File: src/design/assert_macros.svh
// Assertion helpers for the trace profiler.
`ifndef ASSERT_MACROS_SVH
`define ASSERT_MACROS_SVH

// Implication checked on every clock edge outside reset.
`define ASSERT_IMPLY(label, clk, rst, pre, post) \
   label: assert property (@(posedge clk) disable iff (rst) (pre) |-> (post)) \
      else $error("assertion failed");

// Next-cycle implication.
`define ASSERT_NEXT(label, clk, rst, pre, post) \
   label: assert property (@(posedge clk) disable iff (rst) (pre) |=> (post)) \
      else $error("assertion failed");

`endif

File: src/design/ctp_pkg.sv
package ctp_pkg;

   localparam int unsigned AddrWidth = 64;
   localparam int unsigned CountWidth = 32;

   typedef enum logic [1:0] {
      CMD_REGISTER = 2'd0,
      CMD_ENTER    = 2'd1,
      CMD_EXIT     = 2'd2,
      CMD_NONE     = 2'd3
   } cmd_type;

   typedef enum logic [1:0] {
      KIND_ACK    = 2'd0,
      KIND_RECORD = 2'd1,
      KIND_ERROR  = 2'd2
   } kind_type;

   typedef enum logic [2:0] {
      ERR_NONE      = 3'd0,
      ERR_UNKNOWN   = 3'd1,
      ERR_FULL      = 3'd2,
      ERR_OVERFLOW  = 3'd3,
      ERR_UNDERFLOW = 3'd4
   } err_type;

   typedef enum logic [3:0] {
      ST_IDLE,
      ST_SEARCH,
      ST_DECIDE,
      ST_POP_READ,
      ST_STAT_READ,
      ST_STAT_WRITE,
      ST_OUTPUT
   } state_type;

   // controller -> datapath
   typedef struct packed {
      logic load;         // capture input item
      logic search_start; // reset scan index
      logic search_step;  // compare one table entry
      logic do_register;  // append new slot
      logic do_push;      // push stack entry
      logic pop_read;     // decrement sp, read stack
      logic stat_read;    // read statistics of popped slot
      logic stat_write;   // write back updated statistics
      logic set_result;   // latch result of decide step
      logic set_record;   // latch finished call record
   } ctl_type;

   // datapath -> controller
   typedef struct packed {
      cmd_type cmd;
      logic    search_done;
      logic    found;
      logic    table_full;
      logic    stack_full;
      logic    stack_empty;
   } sts_type;

endpackage

File: src/design/ctp_controller.sv
`include "assert_macros.svh"
module ctp_controller (
   input  logic             clock,
   input  logic             reset,
   input  logic             req_tvalid,
   output logic             req_tready,
   input  logic [1:0]       req_command,
   output logic             rsp_tvalid,
   input  logic             rsp_tready,
   input  ctp_pkg::sts_type sts,
   output ctp_pkg::ctl_type ctl
);
   import ctp_pkg::*;

   state_type state_ff, state_in;
   logic      busy;

   always_ff @(posedge clock) begin
      if (reset) state_ff <= ST_IDLE;
      else state_ff <= state_in;
   end

   // output register holds result until taken
   assign busy = (state_ff == ST_OUTPUT) && !rsp_tready;

   always_comb begin
      state_in = state_ff;
      case (state_ff)
         ST_IDLE: begin
            if (req_tvalid) begin
               if (req_command == CMD_EXIT) state_in = ST_DECIDE;
               else if (req_command == CMD_NONE) state_in = ST_IDLE;
               else state_in = ST_SEARCH;
            end
         end
         ST_SEARCH: if (sts.search_done) state_in = ST_DECIDE;
         ST_DECIDE: begin
            if (sts.cmd == CMD_EXIT && !sts.stack_empty) state_in = ST_POP_READ;
            else state_in = ST_OUTPUT;
         end
         ST_POP_READ:   state_in = ST_STAT_READ;
         ST_STAT_READ:  state_in = ST_STAT_WRITE;
         ST_STAT_WRITE: state_in = ST_OUTPUT;
         ST_OUTPUT:     if (rsp_tready) state_in = ST_IDLE;
         default:       state_in = ST_IDLE;
      endcase
   end

   always_comb begin
      ctl = '0;
      req_tready = (state_ff == ST_IDLE);
      rsp_tvalid = (state_ff == ST_OUTPUT);
      case (state_ff)
         ST_IDLE: begin
            ctl.load = req_tvalid;
            ctl.search_start = req_tvalid;
         end
         ST_SEARCH: ctl.search_step = 1'b1;
         ST_DECIDE: begin
            if (sts.cmd == CMD_EXIT && !sts.stack_empty) ctl.pop_read = 1'b1;
            else begin
               ctl.set_result = 1'b1;
               ctl.do_register = (sts.cmd == CMD_REGISTER) && !sts.found
                                 && !sts.table_full;
               ctl.do_push = (sts.cmd == CMD_ENTER) && sts.found && !sts.stack_full;
            end
         end
         ST_STAT_READ: ctl.stat_read = 1'b1;
         ST_STAT_WRITE: begin
            ctl.stat_write = 1'b1;
            ctl.set_record = 1'b1;
         end
         default: ;
      endcase
   end

   `ASSERT_IMPLY(a_no_accept_busy, clock, reset, busy, !req_tready)
   `ASSERT_NEXT(a_write_then_out, clock, reset, ctl.stat_write, rsp_tvalid)
   `ASSERT_IMPLY(a_excl, clock, reset, 1'b1, !(ctl.do_push && ctl.do_register))

endmodule

File: config.mk
export PLATFORM = sky130hd
export DESIGN_NAME = ctp_controller
export DESIGN_NICKNAME = d
export VERILOG_FILES = /design/src/design/ctp_pkg.sv /design/src/design/ctp_controller.sv
export VERILOG_INCLUDE_DIRS = /design/src /design/src/design
export SDC_FILE = /design/constraint.sdc
export NUM_CORES = 1
export LEC_CHECK = 0
export BUFFER_PORTS_ARGS = -buffer_cell sky130_fd_sc_hd__buf_4
export CORE_AREA = 4 4 41 43
export CTS_BUF_LIST = sky130_fd_sc_hd__clkbuf_16
export DETAILED_ROUTE_END_ITERATION = 12
export DIE_AREA = 0 0 45 47
export PLACE_DENSITY = 0.63
export SLEW_MARGIN = 10
export SYNTH_ARGS = -nofsm -noshare
export SYNTH_HDL_FRONTEND = slang
export SYNTH_SLANG_ARGS = --single-unit
File: constraint.sdc
create_clock -name clock -period 1.1 [get_ports clock]
set_input_delay 0.11 -clock clock [delete_from_list [all_inputs] [get_ports clock]]
set_output_delay 0.11 -clock clock [all_outputs]
set_load 0.02 [all_outputs]
### Word-level counts from Yosys, hierarchy flattened

Cells that the tools add are included.

* flip-flop bits (word level): 4
* input port bits: 13
* output and inout port bits: 12
* word-level logic and storage cells: 42

* equality and inequality tests: 13
* multiplexer cells: 16
* reduce and logical (&&, ||, !) cells: 12

Operator list (count)
* $pmux W4 S7: 1
* $eq A4 B3 Y1 const B: 3
* $mux W4: 3
* $eq A4 B2 Y1 const B: 2
* $mux W1: 7
* $eq A2 B2 Y1 const B: 3
* $mux W2: 3
* $mux W3: 2
* $logic_and A1 B1 Y1: 5
* $eq A4 B1 Y1 const B: 1
* $logic_not A1 Y1: 4
* $logic_not A4 Y1: 1
* $ne A2 B2 Y1 const B: 2
* $reduce_and A3 Y1: 1
* $eq A2 B1 Y1 const B: 1
* $logic_not A2 Y1: 1
* $ne A2 B1 Y1 const B: 1

### Longest topological paths before layout

Gate-level depths: netlist of run 1.

* word-level depth: 5
* mapped depth: 4
* depth with buffers taken out: 3

### Worst setup path before layout of run 1

No wires, ideal clock.

* path type: reg2out
* start point: reg state_ff[0]
* end point: out ctl[9] (netlist bit)
* arrival time: 1.502 ns
* required time: 0.990 ns
* path slack: -0.512 ns
* stages on the path, launching flop included: 5
* path buffers: 2
* path through: dfxtp_1 > buf_6 > nor3_1 > and2_1 > buf_4

RTL lines
* start, declared: RTL line ctp_controller.sv:15 `state_type state_ff, state_in;`
* start signal, assigned: RTL line ctp_controller.sv:20 `else state_ff <= state_in;`
* end, declared: RTL line ctp_controller.sv:11 `output ctp_pkg::ctl_type ctl`

==> flow_metrics.env, run 1 <==
export IMPL_grt_max_degree=9
export IMPL_cap_violations=0
export IMPL_worstMarginPinSlew_ns=0.262
export IMPL_drv_slew=0
export IMPL_reg2reg_from="state_ff[2]$_SDFFE_PP0P_"
export IMPL_track_usage=0.134
export IMPL_antenna_found_initial=0
export IMPL_place_area_um2=564
export IMPL_hold_viol=0
export IMPL_grt_pass1_wl_mm=2.03
export IMPL_largestRegisters="state_ff (3)"
export IMPL_path_max_fanout=7
export IMPL_wl_mm=1.29
export IMPL_wire_per_inst_um=12.7
export IMPL_worstPathArrival_ns=1.18
export IMPL_synth_edf_count=0
export IMPL_h_tree_depth=1
export IMPL_synth_top_flop_cell="dfxtp_1"
export IMPL_cts_tree="done"
export IMPL_slowest_delay_ns=0.35
export IMPL_fin_area_um2=896
export IMPL_dieWidth_um=45
export IMPL_port_buffer_count=24
export IMPL_clkTransAtPathRegs_ns=0.03
export IMPL_num_antenna_cells=0
export IMPL_cpMostUsedCell="buf_6"
export IMPL_r2r_setup_slack_ns=-0.09
export IMPL_synth_area_top_cells="dfxtp_1 20%, buf_6 7.3%, nor2_1 7.3%, nor3b_4 6.1%, nor3_1 4.9%"
export IMPL_finalClockSkew_ns=0.00346
export IMPL_crit_chain="buf_6 > nor3_4 > and2_4 > buf_6"
export IMPL_max_slew_margin=0.825
export IMPL_final_util=0.688
export IMPL_worstPathRequired_ns=0.99
export IMPL_violations="setup timing"
export IMPL_period_minus_slack_ns=1.29
export IMPL_crit_buf_inv=2
export IMPL_yosysMostFrequentCell="nor2_1"
export IMPL_grt_pass1_vias=500
export IMPL_reg2reg_depth=5
export IMPL_synth_area_leader_cell="dfxtp_1"
export IMPL_nFillCells=97
export IMPL_core_area_um2=1300
export IMPL_worstSetupPathType="flip-flop to output pin"
export IMPL_hold_buffers=0
export IMPL_yosysWarnings=0
export IMPL_place_congestion=0.775
export IMPL_power_density_nw_per_um2=1480
export IMPL_grt_ovfl_total=0
export IMPL_placementRows=13
export IMPL_hold_path_startpoint="reset"
export IMPL_min_to="state_ff[1]$_SDFFE_PP0P_"
export IMPL_peakVddDrop_mv=0.967
export IMPL_largest_reg_flops=3
export IMPL_synth_cells=40
export IMPL_drive_above_1_share=0.851
export IMPL_fin_total_pwr_mw=1.32
export IMPL_timing_final_crit_share=1.18
export IMPL_top_register="state_ff"
export IMPL_cts_made_buffers=3
export IMPL_ys_async_sr_fraction=0
export IMPL_critPathLaunchType="flip-flop"
export IMPL_dr_pass1_iters=4
export IMPL_clockRootBuffer="clkbuf_16"
export IMPL_hold_path_depth=2
export IMPL_areaGrowthSynthToFinish_pct=191
export IMPL_setup_viol_count_final=15
export IMPL_fin_ws_ns=-0.194
export IMPL_vias=494
export IMPL_synth_cell_types=26
export IMPL_insertion_delay_ns=0.22
export IMPL_fmax_mhz=773
export IMPL_antenna_left=0
export IMPL_min_path_type="primary input to flip-flop"
export IMPL_timing_rr_end="state_ff[0]$_SDFFE_PP0P_"
export IMPL_hpwl_um=799
export IMPL_cp_top_family="simple AND/OR/NAND/NOR gates"
export IMPL_vias_per_cell=4.84
export IMPL_nNetsFinal=101
export IMPL_drc=0
export IMPL_cts_sinks=3
export IMPL_synth_top_area_share=0.195
export IMPL_dieHeight_um=47
export IMPL_dieArea_um2=2120
export IMPL_status="complete, but fails checks"
export IMPL_start_util=0.237
export IMPL_seq_area_frac_synth=0.195
export IMPL_synthTopCellsByCount="6 x nor2_1, 3 x dfxtp_1, 3 x nor3_1"
export IMPL_place_ws_ns=-0.0846
export IMPL_avgSynthCellArea_um2=7.69
export IMPL_drtIter0Drc=5
export IMPL_fin_hold_ws_ns=0.0911
export IMPL_worst_setup_path_end_kind="output pin"
export IMPL_grt_setup_unrepaired="true"
export IMPL_synth_seq_cells=3
export IMPL_ios=25
export IMPL_cp_slowest_cell="dfxtp_4"
export IMPL_cts_buffer_depth=2
export IMPL_p_leak_nw=0.423
export IMPL_synth_area_um2=308
export IMPL_synth_net_count=53
cell families (layout without fill, tap and decap cells):
group                  Yosys count  count (layout)  share of synthesized area
DFF                              3               3                      0.195
and+or+nand+nor                 25              25                      0.512
AOI/OAI and AO/OA                6               6                      0.142
buffers and inverters            6              53                      0.150
routing by layer:
| layer | track usage | vias up | share of wire |
|---|---|---|---|
| li1 | - | 237 | - |
| met1 | 0.147 | 233 | 0.39 |
| met2 | 0.229 | 22 | 0.52 |
| met3 | 0.0345 | 2 | 0.082 |
| met4 | 0.0877 | 0 | 0.013 |
| met5 | 0 | - | 0 |
layout make-up:
| type | count | area [um^2] | area share |
|---|---|---|---|
| Sequential cell | 3 | 68.8 | 0.0768 |
| Inverter | 1 | 3.75 | 0.00419 |
| Tap cell | 15 | 18.8 | 0.0209 |
| Timing Repair Buffer | 48 | 424 | 0.473 |
| Clock inverter | 1 | 3.75 | 0.00419 |
| Clock buffer | 3 | 75.1 | 0.0838 |
| Multi-Input combinational cell | 31 | 302 | 0.337 |
how the worst max path moves through the flow:
stage	startpoint	end	cells past startpoint
floorplan	state_ff[0]$_SDFFE_PP0P_	ctl[9]	4
global placement	state_ff[2]$_SDFFE_PP0P_	ctl[5]	4
detailed placement	state_ff[2]$_SDFFE_PP0P_	ctl[5]	4
CTS	state_ff[2]$_SDFFE_PP0P_	ctl[5]	4
global route	state_ff[0]$_SDFFE_PP0P_	ctl[5]	4
finish	state_ff[1]$_SDFFE_PP0P_	ctl[8]	4
where the power goes:
part	internal, mW	switching [mW]
clock network	0.468	0.0960
registers	0.127	0.0196
logic	0.358	0.254
timing repair:
action / CTS / global route
gates cloned: 0 / 0
resized for setup: 31 / 5
endpoints found under the setup margin: 15 / 15
pin swaps: 10 / 8
setup buffers: 12 / 5
per-stage QoR:
step	setup TNS, ns	instances
CTS	-1.66	98
finish	-1.80	102
floorplan	-0.289	40
global route	-2.49	102
detailed placement	-0.266	82
global placement	-0.120	82
placed cells by master, fill, tap and decap left out, drive strengths merged:
| cell | count |
|---|---|
| nor3 | 3 |
| a311oi | 1 |
| clkbuf | 3 |
| o21ai | 1 |
| nor2 | 7 |
| o311a | 1 |
| nand2b | 1 |
| nand2 | 3 |
| a21oi | 2 |
| nor2b | 1 |
| nand4b | 1 |
| a2111oi | 1 |
| dfxtp | 3 |
| and3 | 2 |
| and2 | 1 |
| nor4 | 1 |
| inv | 2 |
| nor4b | 1 |
| nor3b | 3 |
| buf | 48 |
| or3 | 1 |
Note: power is estimated with default switching activity, not from simulation.
==> run 2: changes to the inputs <==
--- a/config.mk
+++ b/config.mk
@@ -6,12 +6,13 @@
 export SDC_FILE = /design/constraint.sdc
 export NUM_CORES = 1
 export LEC_CHECK = 0
+export ABC_AREA = 1
 export BUFFER_PORTS_ARGS = -buffer_cell sky130_fd_sc_hd__buf_4
 export CORE_AREA = 4 4 41 43
 export CTS_BUF_LIST = sky130_fd_sc_hd__clkbuf_16
 export DETAILED_ROUTE_END_ITERATION = 12
 export DIE_AREA = 0 0 45 47
-export PLACE_DENSITY = 0.63
+export PLACE_DENSITY = 0.62
 export SLEW_MARGIN = 10
 export SYNTH_ARGS = -nofsm -noshare
 export SYNTH_HDL_FRONTEND = slang
==> run 2 against run 1 <==
The run still ends with setup timing left; cell area down 11%; count of clock-buffer cells in the layout unchanged; wire length down 3.2%; area after synthesis down 2.8%; critical path type unchanged; critical endpoint is now ctl[4]; largest cell class unchanged; highest routed layer unchanged.
==> flow_metrics.env, run 2 <==
export IMPL_status="complete, but fails checks"
export IMPL_violations="setup timing"
export IMPL_port_buffer_count=24
export IMPL_netSwitchingPower_mw=0.648
export IMPL_antenna_found_initial=0
export IMPL_worst_setup_path_end_kind="output pin"
export IMPL_dieHeight_um=47
export IMPL_synth_edf_count=0
export IMPL_nNetsFinal=110
export IMPL_multi_input_area_um2=263
export IMPL_critPathLaunchType="flip-flop"
export IMPL_place_ws_ns=-0.0388
export IMPL_timing_rr_end="state_ff[2]$_SDFFE_PP0P_"
export IMPL_vias=493
export IMPL_grt_setup_unrepaired="true"
export IMPL_power_density_nw_per_um2=2150
export IMPL_dieWidth_um=45
export IMPL_core_area_um2=1300
export IMPL_crit_chain="inv_6 > nand3_4 > inv_2 > nand2_2 > inv_2 > buf_6"
export IMPL_wl_mm=1.25
export IMPL_placementRows=13
export IMPL_netSwitchingFraction=0.380
export IMPL_track_usage=0.136
export IMPL_placedCellCount=96
export IMPL_cap_violations=0
export IMPL_place_area_um2=505
export IMPL_p_leak_nw=0.423
export IMPL_top_register="state_ff"
export IMPL_mostFrequentLayoutCell="buf_4"
export IMPL_p_int_mw=1.06
export IMPL_antenna_left=0
export IMPL_hold_path_depth=2
export IMPL_h_tree_depth=1
export IMPL_clockPowerShare=0.338
export IMPL_peakVddDrop_mv=1.38
export IMPL_cp_slowest_cell="dfxtp_4"
export IMPL_cp_top_family="flip-flops"
export IMPL_grt_ovfl_total=0
export IMPL_setup_viol_count_final=12
export IMPL_grt_max_degree=7
export IMPL_worstPathArrival_ns=1.07
export IMPL_fin_hold_ws_ns=0.0401
export IMPL_hold_viol=0
export IMPL_worstPathRequired_ns=0.99
export IMPL_grt_pass1_wl_mm=2.02
export IMPL_avgSynthCellArea_um2=5.07
export IMPL_hold_path_startpoint="reset"
export IMPL_synth_cells=59
export IMPL_period_minus_slack_ns=1.18
export IMPL_largest_reg_flops=3
export IMPL_final_util=0.611
export IMPL_ios=25
export IMPL_timing_final_crit_share=1.07
export IMPL_slowest_delay_ns=0.36
export IMPL_worstSetupPathType="flip-flop to output pin"
export IMPL_max_slew_margin=0.697
export IMPL_p_seq_frac=0.131
export IMPL_wire_per_inst_um=11.3
export IMPL_cpMostUsedCell="inv_2"
export IMPL_hpwl_um=757
export IMPL_finalClockSkew_ns=0.000929
export IMPL_crit_buf_inv=4
export IMPL_areaGrowthSynthToFinish_pct=166
export IMPL_path_max_fanout=5
export IMPL_synth_area_leader_cell="dfxtp_1"
export IMPL_worstMarginPinSlew_ns=0.451
export IMPL_largestRegisters="state_ff (3)"
export IMPL_min_to="state_ff[0]$_SDFFE_PP0P_"
export IMPL_cts_sinks=3
export IMPL_drv_slew=0
export IMPL_drtIter0Drc=9
export IMPL_layout_common_cells="26 x buf_4, 11 x nand2_1, 10 x inv_1, 9 x buf_6"
export IMPL_cts_buffer_depth=2
export IMPL_clkTransAtPathRegs_ns=0.03
export IMPL_synth_top_flop_cell="dfxtp_1"
export IMPL_drc=0
export IMPL_min_path_type="primary input to flip-flop"
export IMPL_fin_total_pwr_mw=1.71
export IMPL_synth_area_top_cells="dfxtp_1 20%, inv_1 18%, nand2_1 18%, nor2_1 15%, nor3_1 10%"
export IMPL_ff_latch_area_um2=71.3
export IMPL_fin_cells=111
export IMPL_finalSetupTns_ns=-0.569
export IMPL_synth_net_count=72
export IMPL_insertion_delay_ns=0.23
export IMPL_place_congestion=0.763
export IMPL_clockRootBuffer="clkbuf_16"
export IMPL_ys_async_sr_fraction=0
export IMPL_r2r_setup_slack_ns=-0.02
export IMPL_fin_area_um2=795
export IMPL_dieArea_um2=2120
export IMPL_fin_ws_ns=-0.0814
export IMPL_start_util=0.230
export IMPL_reg2reg_depth=8
export IMPL_hold_buffers=0
export IMPL_vias_per_cell=4.44
export IMPL_dr_pass1_iters=4
export IMPL_p_comb_frac=0.531
export IMPL_fmax_mhz=846
export IMPL_cts_made_buffers=3
export IMPL_synth_seq_cells=3
export IMPL_num_antenna_cells=0
export IMPL_synth_cell_types=11
export IMPL_synthTopCellsByCount="14 x inv_1, 14 x nand2_1, 12 x nor2_1"
export IMPL_startpoint="state_ff[0]$_SDFFE_PP0P_"
export IMPL_nFillCells=119
export IMPL_grt_pass1_vias=489
export IMPL_drive_above_1_share=0.667
export IMPL_synth_area_um2=299
export IMPL_cts_tree="done"
export IMPL_synth_top_area_share=0.201
export IMPL_seq_area_frac_synth=0.201
export IMPL_reg2reg_from="state_ff[0]$_SDFFE_PP0P_"
export IMPL_yosysWarnings=0
run 2: layout make-up:
cell class	count	area share
timing repair buffer	35	0.373
multi-input combinational	39	0.331
clock buffer	3	0.0945
sequential	3	0.0898
inverter	15	0.0835
tap	15	0.0236
clock inverter	1	0.00472
run 2: logic make-up after synthesis:
logic type | Yosys count | synth area share
AO/OA/AOI/OAI | 2 | 0.0334
buffers and inverters | 17 | 0.238
flip-flops | 3 | 0.201
AND/OR/NAND/NOR | 37 | 0.527
run 2: worst max-delay path by stage:
stage | to | slack, ns | cells past startpoint
floorplan | ctl[2] | -0.05 | 5
global placement | state_ff[1]$_SDFFE_PP0P_ | -0.07 | 7
detailed placement | state_ff[1]$_SDFFE_PP0P_ | -0.04 | 7
CTS | ctl[4] | -0.08 | 6
global route | ctl[4] | -0.13 | 6
finish | ctl[4] | -0.08 | 6
run 2: worst reg2reg max path: stages, from the launching register on:
cell and delay [ns]:
dfxtp_4 0.38, inv_6 0.05, nand3_4 0.11, nor2_4 0.05, buf_6 0.13, nor2_4 0.08
nand3_2 0.08, nand2_1 0.08, inv_1 0.04
run 2: power by group through the flow:
stage	Combinational, mW	Sequential, mW	Clock (mW)
2_1_floorplan	0.385	0.172	0
3_3_place_gp	0.563	0.179	0
3_5_place_dp	0.564	0.181	0
4_1_cts	0.816	0.211	0.584
5_1_grt	0.977	0.228	0.599
6_report	0.907	0.223	0.576
run 2: what timing repair did:
action                                  4_1_cts  5_1_grt
buffers inserted                             11        1
gates resized for setup                      30       11
endpoints found under the setup margin       12       15
hold endpoints to repair                      0        0
pin swaps                                     9        7
run 2: per-layer routing:
layer / share of wire / vias to the layer above / GRT usage
met5: 0 / - / 0
met4: 0.041 / 0 / 0.105
met3: 0.10 / 6 / 0.0536
met2: 0.50 / 23 / 0.220
met1: 0.36 / 215 / 0.141
li1: - / 249 / -
